<file path="src/turmite_grid_walker_defines.svh">
// assertion macros for the grid walker
`ifndef TURMITE_GRID_WALKER_DEFINES_SVH
`define TURMITE_GRID_WALKER_DEFINES_SVH

// same-cycle implication
`define TGW_ASSERT_NOW(label, lhs, rhs, msg) \
   label: assert property (@(posedge clock) disable iff (reset) (lhs) |-> (rhs)) \
      else $error(msg);

// next-cycle implication
`define TGW_ASSERT_NEXT(label, lhs, rhs, msg) \
   label: assert property (@(posedge clock) disable iff (reset) (lhs) |=> (rhs)) \
      else $error(msg);

`endif

</file>
<file path="src/twg_pkg.sv">
`default_nettype none

package twg_pkg;

   localparam int GRID_MAX_W  = 128;
   localparam int GRID_MAX_H  = 128;
   localparam int MAX_COLOURS = 16;

   localparam int X_BITS    = $clog2(GRID_MAX_W);
   localparam int Y_BITS    = $clog2(GRID_MAX_H);
   localparam int ADDR_BITS = X_BITS + Y_BITS;
   localparam int CELLS     = GRID_MAX_W * GRID_MAX_H;

   localparam int CELL_BITS     = 4;
   localparam int POS_BITS      = 9;
   localparam int CNT_BITS      = 32;
   localparam int DIM_BITS      = 8;
   localparam int CC_BITS       = 5;
   localparam int RULE_BITS     = 16;
   localparam int READ_BITS     = 7;
   localparam int CSR_ADDR_BITS = 3;
   localparam int CSR_DATA_BITS = 16;
   localparam int REQ_DATA_BITS = 16;
   localparam int RSP_FIELD_BITS = 2 * POS_BITS + 2 + 1 + CELL_BITS + CNT_BITS + 1;
   localparam int RSP_DATA_BITS = ((RSP_FIELD_BITS + 7) / 8) * 8;
   localparam int RSP_PAD_BITS  = RSP_DATA_BITS - RSP_FIELD_BITS;

   localparam logic [DIM_BITS-1:0] W_LIMIT  = DIM_BITS'(GRID_MAX_W);
   localparam logic [DIM_BITS-1:0] H_LIMIT  = DIM_BITS'(GRID_MAX_H);
   localparam logic [CC_BITS-1:0]  CC_LIMIT = CC_BITS'(MAX_COLOURS);

   localparam logic                 MODE_RST  = 1'b0;
   localparam logic [CC_BITS-1:0]   CC_RST    = 5'd2;
   localparam logic [RULE_BITS-1:0] RULE_RST  = 16'd1;
   localparam logic [RULE_BITS-1:0] TABLE_RST = 16'd19353;
   localparam logic [DIM_BITS-1:0]  W_RST     = 8'd128;
   localparam logic [DIM_BITS-1:0]  H_RST     = 8'd128;
   localparam logic                 WRAP_RST  = 1'b1;
   localparam logic signed [POS_BITS-1:0] POS_X_RST = POS_BITS'(W_RST / 2);
   localparam logic signed [POS_BITS-1:0] POS_Y_RST = POS_BITS'(H_RST / 2);

   localparam logic [1:0] TURN_LEFT  = 2'd0;
   localparam logic [1:0] TURN_RIGHT = 2'd1;

   localparam logic [1:0] DIR_UP    = 2'd0;
   localparam logic [1:0] DIR_RIGHT = 2'd1;
   localparam logic [1:0] DIR_DOWN  = 2'd2;
   localparam logic [1:0] DIR_LEFT  = 2'd3;

   typedef enum logic [1:0] {
      OP_STEP    = 2'd0,
      OP_RESTART = 2'd1,
      OP_READ    = 2'd2,
      OP_NONE    = 2'd3
   } op_type;

   typedef enum logic [CSR_ADDR_BITS-1:0] {
      CSR_MODE   = 3'd0,
      CSR_CCOUNT = 3'd1,
      CSR_RULE   = 3'd2,
      CSR_TABLE  = 3'd3,
      CSR_WIDTH  = 3'd4,
      CSR_HEIGHT = 3'd5,
      CSR_WRAP   = 3'd6
   } csr_index_type;

   typedef struct packed {
      logic accept;
      logic clear_en;
      logic commit;
   } ctrl_cmd_type;

   typedef struct packed {
      logic clear_last;
   } dp_status_type;

   function automatic logic [DIM_BITS-1:0] eff_dim(input logic [DIM_BITS-1:0] d,
                                                   input logic [DIM_BITS-1:0] dmax);
      if (d == '0) return DIM_BITS'(1);
      if (d > dmax) return dmax;
      return d;
   endfunction

   function automatic logic [CC_BITS-1:0] eff_colours(input logic [CC_BITS-1:0] c);
      if (c == '0) return CC_BITS'(1);
      if (c > CC_LIMIT) return CC_LIMIT;
      return c;
   endfunction

   // v mod m for v up to MAX_COLOURS and m at least one
   function automatic logic [CELL_BITS-1:0] mod_small(input logic [CC_BITS-1:0] v,
                                                      input logic [CC_BITS-1:0] m);
      logic [CC_BITS-1:0]   r;
      logic [2*CC_BITS-1:0] prod;
      r = v;
      for (int q = 1; q <= MAX_COLOURS; q++) begin
         prod = (2*CC_BITS)'(q) * (2*CC_BITS)'(m);
         if (prod <= (2*CC_BITS)'(v)) begin
            r = CC_BITS'((2*CC_BITS)'(v) - prod);
         end
      end
      return r[CELL_BITS-1:0];
   endfunction

endpackage

`default_nettype wire

</file>
<file path="src/twg_ctrl.sv">
`default_nettype none

module twg_ctrl (
   input  wire logic                   clock,
   input  wire logic                   reset,
   input  wire logic                   req_tvalid,
   output logic                        req_tready,
   input  wire twg_pkg::op_type        req_op,
   output logic                        rsp_tvalid,
   input  wire logic                   rsp_tready,
   input  wire twg_pkg::dp_status_type status,
   output twg_pkg::ctrl_cmd_type       cmd
);

   typedef enum logic [4:0] {
      ST_INIT  = 5'b00001,
      ST_IDLE  = 5'b00010,
      ST_FETCH = 5'b00100,
      ST_WIPE  = 5'b01000,
      ST_DONE  = 5'b10000
   } ctrl_state_type;

   ctrl_state_type state_ff, state_in;
   logic           rsp_valid_ff, rsp_valid_in;
   logic           slot_free;

   assign slot_free  = !rsp_valid_ff || rsp_tready;
   assign rsp_tvalid = rsp_valid_ff;

   always_comb begin
      state_in   = state_ff;
      cmd        = '0;
      req_tready = 1'b0;
      unique case (state_ff)
         ST_INIT: begin
            cmd.clear_en = 1'b1;
            if (status.clear_last) state_in = ST_IDLE;
         end
         ST_IDLE: begin
            req_tready = 1'b1;
            if (req_tvalid) begin
               cmd.accept = 1'b1;
               state_in   = (req_op == twg_pkg::OP_RESTART) ? ST_WIPE : ST_FETCH;
            end
         end
         ST_FETCH: begin
            state_in = ST_DONE;
         end
         ST_WIPE: begin
            cmd.clear_en = 1'b1;
            if (status.clear_last) state_in = ST_DONE;
         end
         ST_DONE: begin
            if (slot_free) begin
               cmd.commit = 1'b1;
               state_in   = ST_IDLE;
            end
         end
         default: begin
            state_in = ST_INIT;
         end
      endcase
   end

   always_comb begin
      if (cmd.commit) begin
         rsp_valid_in = 1'b1;
      end else if (rsp_tready) begin
         rsp_valid_in = 1'b0;
      end else begin
         rsp_valid_in = rsp_valid_ff;
      end
   end

   always_ff @(posedge clock) begin
      if (reset) begin
         state_ff     <= ST_INIT;
         rsp_valid_ff <= 1'b0;
      end else begin
         state_ff     <= state_in;
         rsp_valid_ff <= rsp_valid_in;
      end
   end

endmodule

`default_nettype wire

</file>
<file path="config.mk">
export PLATFORM = sky130hd
export DESIGN_NAME = twg_ctrl
export DESIGN_NICKNAME = d
export VERILOG_FILES = /design/src/turmite_grid_walker_defines.svh /design/src/twg_pkg.sv /design/src/twg_ctrl.sv
export SDC_FILE = /design/constraint.sdc
export NUM_CORES = 1
export LEC_CHECK = 0
export BUFFER_PORTS_ARGS = -buffer_cell sky130_fd_sc_hd__buf_2
export CAP_MARGIN = 20
export CORE_AREA = 2 2 39 41
export DETAILED_ROUTE_END_ITERATION = 12
export DIE_AREA = 0 0 41 43
export PLACE_DENSITY_LB_ADDON = 0.1
export SYNTH_ARGS = -nofsm -noshare
export SYNTH_HDL_FRONTEND = slang
export SYNTH_SLANG_ARGS = --single-unit
</file>
<file path="constraint.sdc">
create_clock -name clock -period 2.5 [get_ports clock]
set_input_delay 0.5 -clock clock [delete_from_list [all_inputs] [get_ports clock]]
set_output_delay 0.5 -clock clock [all_outputs]
set_load 0.05 [all_outputs]
</file>
* Yosys cells after proc, flatten, opt, wreduce, memory -nomap -nowiden *
Cells that the tools add are included.

storage, ports and cells
  flip-flop bits (word level) = 6
  latch bits = 0
  bits in writable memories = 0
  bits in read-only memories = 0
  output and inout bits = 5
  memories kept = 0

cells by class
  add/sub/neg operators = 0
  multipliers = 0
  divide/modulo/power cells = 0
  magnitude comparators = 0
  eq/ne operators = 10
  shifts and indexed selects = 0
  mux-type cells = 14
  bitwise logic cells = 0
  reduce and logical (&&, ||, !) cells = 5

operator list
  cell                                            number
  case mux 5 bit (5 select lines)                 1
  2-to-1 mux 5 bit                                4
  2-to-1 mux 1 bit                                8
  != test 2 bit (second input constant)           4
  == test 5 x 1 -> 1 bit (second input constant)  1
  == test 5 x 2 -> 1 bit (second input constant)  1
  == test 5 x 3 -> 1 bit (second input constant)  1
  == test 5 x 4 -> 1 bit (second input constant)  1
  == test 5 bit (second input constant)           1
  2-to-1 mux 4 bit                                1
  AND reduction 4 bit                             1
  == test 2 x 1 -> 1 bit (second input constant)  1
  nonzero test 2 bit                              1
  OR reduction 2 bit                              1
  zero test 1 bit                                 1
  logical OR 1 bit                                1

* Depth between registers and ports, before layout *
Gate-level depths: netlist of run 1.

  depth in word-level cells = 5
  gate-level depth with buffers = 5

* Least setup slack after synthesis of run 1 *
Ideal clock, no wire load.

  path type = reg-to-output
  start = reg state_ff[3]
  end = out cmd[1] in the netlist's numbering
  arrival time = 2.070 ns
  slack = -0.070 ns
  stages on the path, launching flop included = 4
  path buffers = 1
  cells stage by stage = dfxtp_1 buf_2 xnor2_1 nor4_1

RTL lines
  element                 line            text
  from (decl)             twg_ctrl.sv:23  ctrl_state_type state_ff, state_in;
  from (signal assigned)  twg_ctrl.sv:80  state_ff <= state_in;
  to (decl)               twg_ctrl.sv:12  output twg_pkg::ctrl_cmd_type cmd

==> results of run 1 <==
==> cell families (layout without fill, tap and decap cells) <==
kind of cell,Yosys count,count (layout),synth area share (%)
flip-flops,6,6,25.6
AO/OA/AOI/OAI,11,11,20.8
buffers and inverters,8,16,9.60
XOR/XNOR,3,3,5.60
AND/OR/NAND/NOR,29,29,38.4
==> final cells by class <==
class / instances / area share [%]
Clock buffer: 3 / 4.21
Timing Repair Buffer: 11 / 10.3
Inverter: 2 / 1.40
Tap cell: 16 / 3.74
Sequential cell: 6 / 22.4
Multi-Input combinational cell: 43 / 57.9
==> state kept, by name (all words and copies together), names as in the netlist <==
name	count
rsp_tvalid	1
state_ff	5
==> Yosys cell counts (all sizes together) <==
| master | count | share of area [%] |
|---|---|---|
| a2111oi | 1 | 5.9 |
| a211oi | 2 | 3.2 |
| a21oi | 3 | 3.2 |
| and2 | 1 | 1.3 |
| and3 | 2 | 2.7 |
| and3b | 1 | 1.9 |
| buf | 6 | 8.0 |
| dfxtp | 6 | 26 |
| inv | 2 | 1.6 |
| nand2 | 1 | 0.80 |
| nand3 | 1 | 1.1 |
| nand3b | 1 | 1.6 |
| nand4b | 1 | 1.9 |
| nand4bb | 1 | 2.4 |
| nor2 | 6 | 4.8 |
| nor2b | 3 | 4.0 |
| nor3 | 4 | 4.3 |
| nor3b | 2 | 3.2 |
| nor4 | 3 | 4.0 |
| nor4bb | 1 | 2.1 |
| o2111ai | 1 | 1.9 |
| o21ai | 1 | 1.1 |
| o31ai | 2 | 3.2 |
| o41a | 1 | 2.4 |
| or3b | 1 | 2.4 |
| xnor2 | 2 | 3.7 |
| xor2 | 1 | 1.9 |
==> through the flow <==
stage | total power [W] | util (%) | hold WS (ns) | std cells | instance area, µm²
6_report | 0.000273 | 38.7 | 0.473 | 81 | 536
5_1_grt | 0.000294 | 38.7 | 0.479 | 81 | 536
4_1_cts | 0.000278 | 38.7 | 0.468 | 81 | 536
3_5_place_dp | 0.000184 | 37.1 | 0.635 | 78 | 513
3_3_place_gp | 0.000185 | 37.1 | 0.642 | 78 | 513
2_1_floorplan | 0.000168 | - | 0.537 | 57 | 475
==> power groups by stage <==
stage / combinational, W / sequential, W / clock, W
6_report: 0.0000644 / 0.000118 / 0.0000904
5_1_grt: 0.0000710 / 0.000121 / 0.000102
4_1_cts: 0.0000652 / 0.000118 / 0.0000953
3_5_place_dp: 0.0000650 / 0.000119 / 0
3_3_place_gp: 0.0000653 / 0.000120 / 0
2_1_floorplan: 0.0000628 / 0.000106 / 0
==> metal layers <==
layer | up-vias | routed length [µm]
li1 | 231 | -
met1 | 209 | 474
met2 | 10 | 455
met3 | 2 | 39
met4 | 0 | 23
met5 | - | 0
==> worst min path at each step <==
stage               cells past startpoint                      from                  endpoint
finish                                  2                     reset  state_ff[4]$_SDFFE_PP0P_
global route                            2                     reset   rsp_tvalid$_SDFFE_PP0P_
CTS                                     2                     reset   rsp_tvalid$_SDFFE_PP0P_
detailed placement                      3   rsp_tvalid$_SDFFE_PP0P_  state_ff[4]$_SDFFE_PP0P_
global placement                        2  state_ff[2]$_SDFFE_PP0P_  state_ff[2]$_SDFFE_PP0P_
floorplan                               3  state_ff[2]$_SDFFE_PP0P_  state_ff[4]$_SDFFE_PP0P_
==> run metrics, run 1 <==
RSZ-0062 raised after global routing=false; clock root buffer=clkbuf_4; reg-to-reg slack, setup=about 0.96 ns; DRC=0; GR met1 Demand/Resource=between 20% and 30%; Post-CTS Setup Inserts=0; switching portion of total power=approximately a third; switching pwr=0.0000901 W; CTS H-Tree Depth=1; Syn Inst Count=57; crit path cell chain=nor3_1, nand2_1, nor2_1, buf_2; Setup Skew=0.00649 ns; Startpoint Class=flip-flop; Avg Inst Size Synth=8.23 µm²; Rel. slew slack=between 60% and 70%; Hold Buf Count CTS=0; Final Max Tran Viols=0; total negative setup slack=0 ns; Final period util=84.1%; CP Max Fanout=14; Seq cells post-synth=6; first-pass GRT wire length=1810 µm; crit path DAT=around 1.6 ns; r2r startpoint=state_ff[1]$_SDFFE_PP0P_; DPL Wire Length=roughly 720 µm; WP data required=approximately 2 ns; DIE AREA=~1800 µm²; footprint of the multi-input gates=approximately 310 µm²; outcome=finished clean; Pwr Density=509 nW/µm²; final worst setup slack=0.399 ns; CP bufs+invs=1; Netlist cell types=30; GRT met3 Usage=3.14%; Core Box Area=1380 µm²; routed length per instance=around 12 µm; P_leak=0.198 nW; vias in the first global route=411; Seq/Total Area, Yosys=25.6%; max_cap viols=0; largest net degree at the start of global routing=15; commonest non-fill, non-tap cell in the layout=buf_2; worst r2r path cells=3; pre-CTS setup slack=0.662 ns; worst min-delay path class=primary input to flip-flop; CP endpoint kind=output pin; Num CTS Buffers=3; input/output buffers=11; Final Hold Fails=0; Setup CP Type=flip-flop to output pin; DRT iter0 DRCs=4; Die W=slightly above 40 µm; Post-Syn Area=469 µm²; VDD IR max=0.171 mV; Critical Path End=cmd[0]; crit-path leading delay family=simple AND/OR/NAND/NOR gates; wirelength, routed=992 µm; diodes inserted=0; row count=14; Critical Path Start=state_ff[1]$_SDFFE_PP0P_; Reg area=120 µm²; Starting Density=33.9%; P_int=0.000183 W; All-Layer GR Usage=14.9%; Worst path depth=4; 1st-pass router iterations=2; slowest library cell on the worst path=nor3_1; sequential power share=43.2%; GP Congestion=0.736; FMAX=476 MHz; gr ovfl total=0; Filler Cell Count=158; Syn Nets=64; CTS clk-pin slew, worst paths=0.05 ns; initial antenna violation count=0; CTS Sinks=6; remaining antenna violation count=0; num ports=12; CP peak stage delay=0.46 ns; busiest layer in global routing=met1; CTS resizes=0; final-report setup violation count=0; die height=around 43 µm; area growth from synthesis to layout=14.1%; Vias/cell=5.58; most frequent cells in the layout=11 x buf_2, 6 x nor2_1, 6 x dfxtp_1, 4 x nor3_1; Via Count=~450; final net count=74; reg-to-reg endpoint=state_ff[2]$_SDFFE_PP0P_; power share of the combinational group=between 20% and 30%; Period minus WS final=~2.1 ns; CTS tree=done; Ys Warns=0; fraction of layout cells with a size suffix above 1=26.2%; Max Root-Sink Buffers=2; Clk pwr share=33.1%; GR Util met2=a little under a fifth; worst skew pair latency=0.25 ns; worst-margin pin slew=~0.48 ns
Power figures use the tool's default switching activity.
==> run 2: changes to the inputs <==
Settings changed: ABC_AREA set to 1.
Clock period 2.5 ns to 1.9 ns, I/O delays scaled along.
==> run metrics, run 2 <==
outcome=finished clean; total power=0.000700 W (+160%); Synth Area in XOR/XNOR=0% (-5.6 points); largest family of logic cells by synthesized area=simple AND/OR/NAND/NOR gates; most frequent cells in the layout=16 x nor2_1, 12 x inv_1, 11 x buf_2, 8 x nand3_1; area leader, netlist=dfxtp_1; Syn Inst Count=66 (+16%); max reg flops=5 (unchanged); compound-cell area share of the yosys netlist=4.94% (-16 points); diodes inserted=0 (unchanged); row count=14 (unchanged); Synth Area in Simple Gates=51.5% (+13 points); GR met1 Demand/Resource=17.3% (-5.7 points); CTS tree=done; final net count=88 (+19%); CTS H-Tree Depth=1 (unchanged); most instantiated library cell after synthesis=nor2_1; Final Max Tran Viols=0 (unchanged); reg-to-reg slack, setup=0.71 ns (-0.25 ns); initial antenna violation count=0 (unchanged); total negative setup slack=0 ns (unchanged); CTS clk-pin slew, worst paths=0.04 ns (about the same); Die W=41 µm (unchanged); Core Box Area=1380 µm² (unchanged); Seq cells post-synth=6 (unchanged); clock root buffer=clkbuf_4; FMAX=between 500 and 600 MHz; Filler Cell Count=168 (+6.3%); Post-synth top cells=16 x nor2_1, 12 x inv_1, 8 x nand3_1; Rel. slew slack=80.9% (+13 points); CTS resizes=0 (unchanged); wirelength, routed=837 µm (-16%); r2r startpoint=state_ff[1]$_SDFFE_PP0P_; remaining antenna violation count=0 (unchanged); worst min-delay path class=primary input to flip-flop; CP endpoint kind=output pin; GR Util met2=17.2% (-1.3 points); num ports=12 (unchanged); Biggest register=state_ff; die height=43 µm (unchanged); Netlist cell types=16 (-47%); RSZ-0062 raised after global routing=false; Hold Path Depth=2 (unchanged); GRT met3 Usage=4.71% (+1.6 points); GP Congestion=0.758 (+2.9%); 1st-pass router iterations=3 (+1); vias in the first global route=397 (-3.4%); Seq/Total Area, Yosys=29.6% (+4.0 points); crit path DAT=1.30 ns (-0.30 ns); All-Layer GR Usage=12.4% (-2.5 points); WP data required=1.52 ns (-0.48 ns); reg-to-reg endpoint=state_ff[4]$_SDFFE_PP0P_; worst skew pair latency=0.24 ns (about the same); DPL Wire Length=719 µm (+0.26%); Ys Warns=0 (unchanged); Num CTS Buffers=3 (unchanged); Final Hold Fails=0 (unchanged); P_leak=0.268 nW (+35%); final-report setup violation count=0 (unchanged); first-pass GRT wire length=1500 µm (-17%); Post-Syn Area=405 µm² (-14%); fraction of layout cells with a size suffix above 1=29.1% (+3.0 points); Via Count=434 (-4.0%); Final period util=88.4%; worst r2r path cells=6 (+3); Starting Density=29.3% (-4.6 points); busiest layer in global routing=met1; mux cell area share after synthesis=0% (unchanged); largest net degree at the start of global routing=7 (-8); Setup CP Type=flip-flop to output pin; Period minus WS final=1.68 ns; commonest non-fill, non-tap cell in the layout=nor2_1; ys async rst share=0% (unchanged); DIE AREA=1760 µm² (unchanged); Max Root-Sink Buffers=2 (unchanged); routed length per instance=8.81 µm (-28%); CP Max Fanout=5 (-9); Avg Inst Size Synth=6.14 µm² (-25%); Pwr Density=1410 nW/µm² (+180%); DRC=0 (unchanged); Setup Skew=0.00167 ns (-0.00483 ns); CTS Sinks=6 (unchanged); post-synthesis adder-cell area fraction=0% (unchanged); hold_sp=reset; Post-synth EDFFs=0 (unchanged); Vias/cell=4.57 (-18%); gr ovfl total=0 (unchanged); Startpoint Class=flip-flop; Hold Buf Count CTS=0 (unchanged); Post-CTS Setup Inserts=0 (unchanged); DRT iter0 DRCs=7 (+3); worst-margin pin slew=0.284 ns (-0.200 ns); Area contributors post-synth=dfxtp_1 30%, nor2_1 15%, inv_1 11%; max_cap viols=0 (unchanged); input/output buffers=11 (unchanged); top-area cell type share of the netlist area=29.6% (+4.0 points); area growth from synthesis to layout=22.2%; VDD IR max=0.560 mV (+230%); hold path endpoint=rsp_tvalid$_SDFFE_PP0P_; Primary FF master, synth=dfxtp_1; Syn Nets=73 (+14%)
==> run 2: changes by cell type after synthesis, sizes merged, moves of 5 or more <==
cell and delta:
nor2 +14, nand2 +7, inv +11, buf -5, nand3 +9
==> run 2: metrics by stage <==
step / area, µm² / utilization [%] / instances / hold slack [ns] / worst slack (ns)
2_1_floorplan: 405 / - / 66 / 0.449 / 0.238
6_report: 495 / 35.8 / 95 / 0.330 / 0.221
3_5_place_dp: 473 / 34.2 / 92 / 0.539 / 0.466
5_1_grt: 495 / 35.8 / 95 / 0.322 / 0.0935
4_1_cts: 495 / 35.8 / 95 / 0.323 / 0.199
3_3_place_gp: 473 / 34.2 / 92 / 0.544 / 0.442
==> run 2: how the worst max path moves through the flow <==
stage	from	to	slack [ns]	depth (start not counted)
6_report	state_ff[1]$_SDFFE_PP0P_	cmd[2]	0.22	5
5_1_grt	state_ff[3]$_SDFFE_PP0P_	cmd[1]	0.09	5
4_1_cts	state_ff[1]$_SDFFE_PP0P_	cmd[0]	0.20	4
3_5_place_dp	state_ff[1]$_SDFFE_PP0P_	cmd[2]	0.47	5
3_3_place_gp	state_ff[1]$_SDFFE_PP0P_	cmd[0]	0.44	4
2_1_floorplan	state_ff[2]$_SDFFE_PP0P_	cmd[2]	0.24	3
==> run 2: area by class of cell <==
| class | count | area, µm² | share of cell area (%) |
|---|---|---|---|
| Multi-Input combinational cell | 46 | 229 | 46.2 |
| Sequential cell | 6 | 120 | 24.2 |
| Timing Repair Buffer | 11 | 55.1 | 11.1 |
| Inverter | 13 | 48.8 | 9.85 |
| Clock buffer | 3 | 22.5 | 4.55 |
| Tap cell | 16 | 20.0 | 4.04 |
==> run 2: critical path, cell delays in order (launching register included) <==
cell,delay (ns)
dfxtp_1,0.40
inv_1,0.07
nor2_2,0.11
nand3_2,0.12
nor2_1,0.10
buf_2,0.26
==> run 2: kinds of logic after synthesis <==
| group | after synthesis |
|---|---|
| compound gates | 4 |
| simple gates | 42 |
| buf+inv | 14 |
| flops | 6 |
==> run 2: layer usage <==
metal | part of all wire, % | vias to the layer above
li1 | - | 235
met3 | 3.3 | 0
met4 | 0 | 0
met1 | 49 | 195
met2 | 47 | 4
met5 | 0 | -
==> run 2: power by group <==
part           total (W)  leakage, nW  internal (W)  switching [W]
Combinational   0.000385        0.205      0.000113       0.000271
Clock           0.000111       0.0138     0.0000710      0.0000400
Sequential      0.000205       0.0492      0.000160      0.0000449
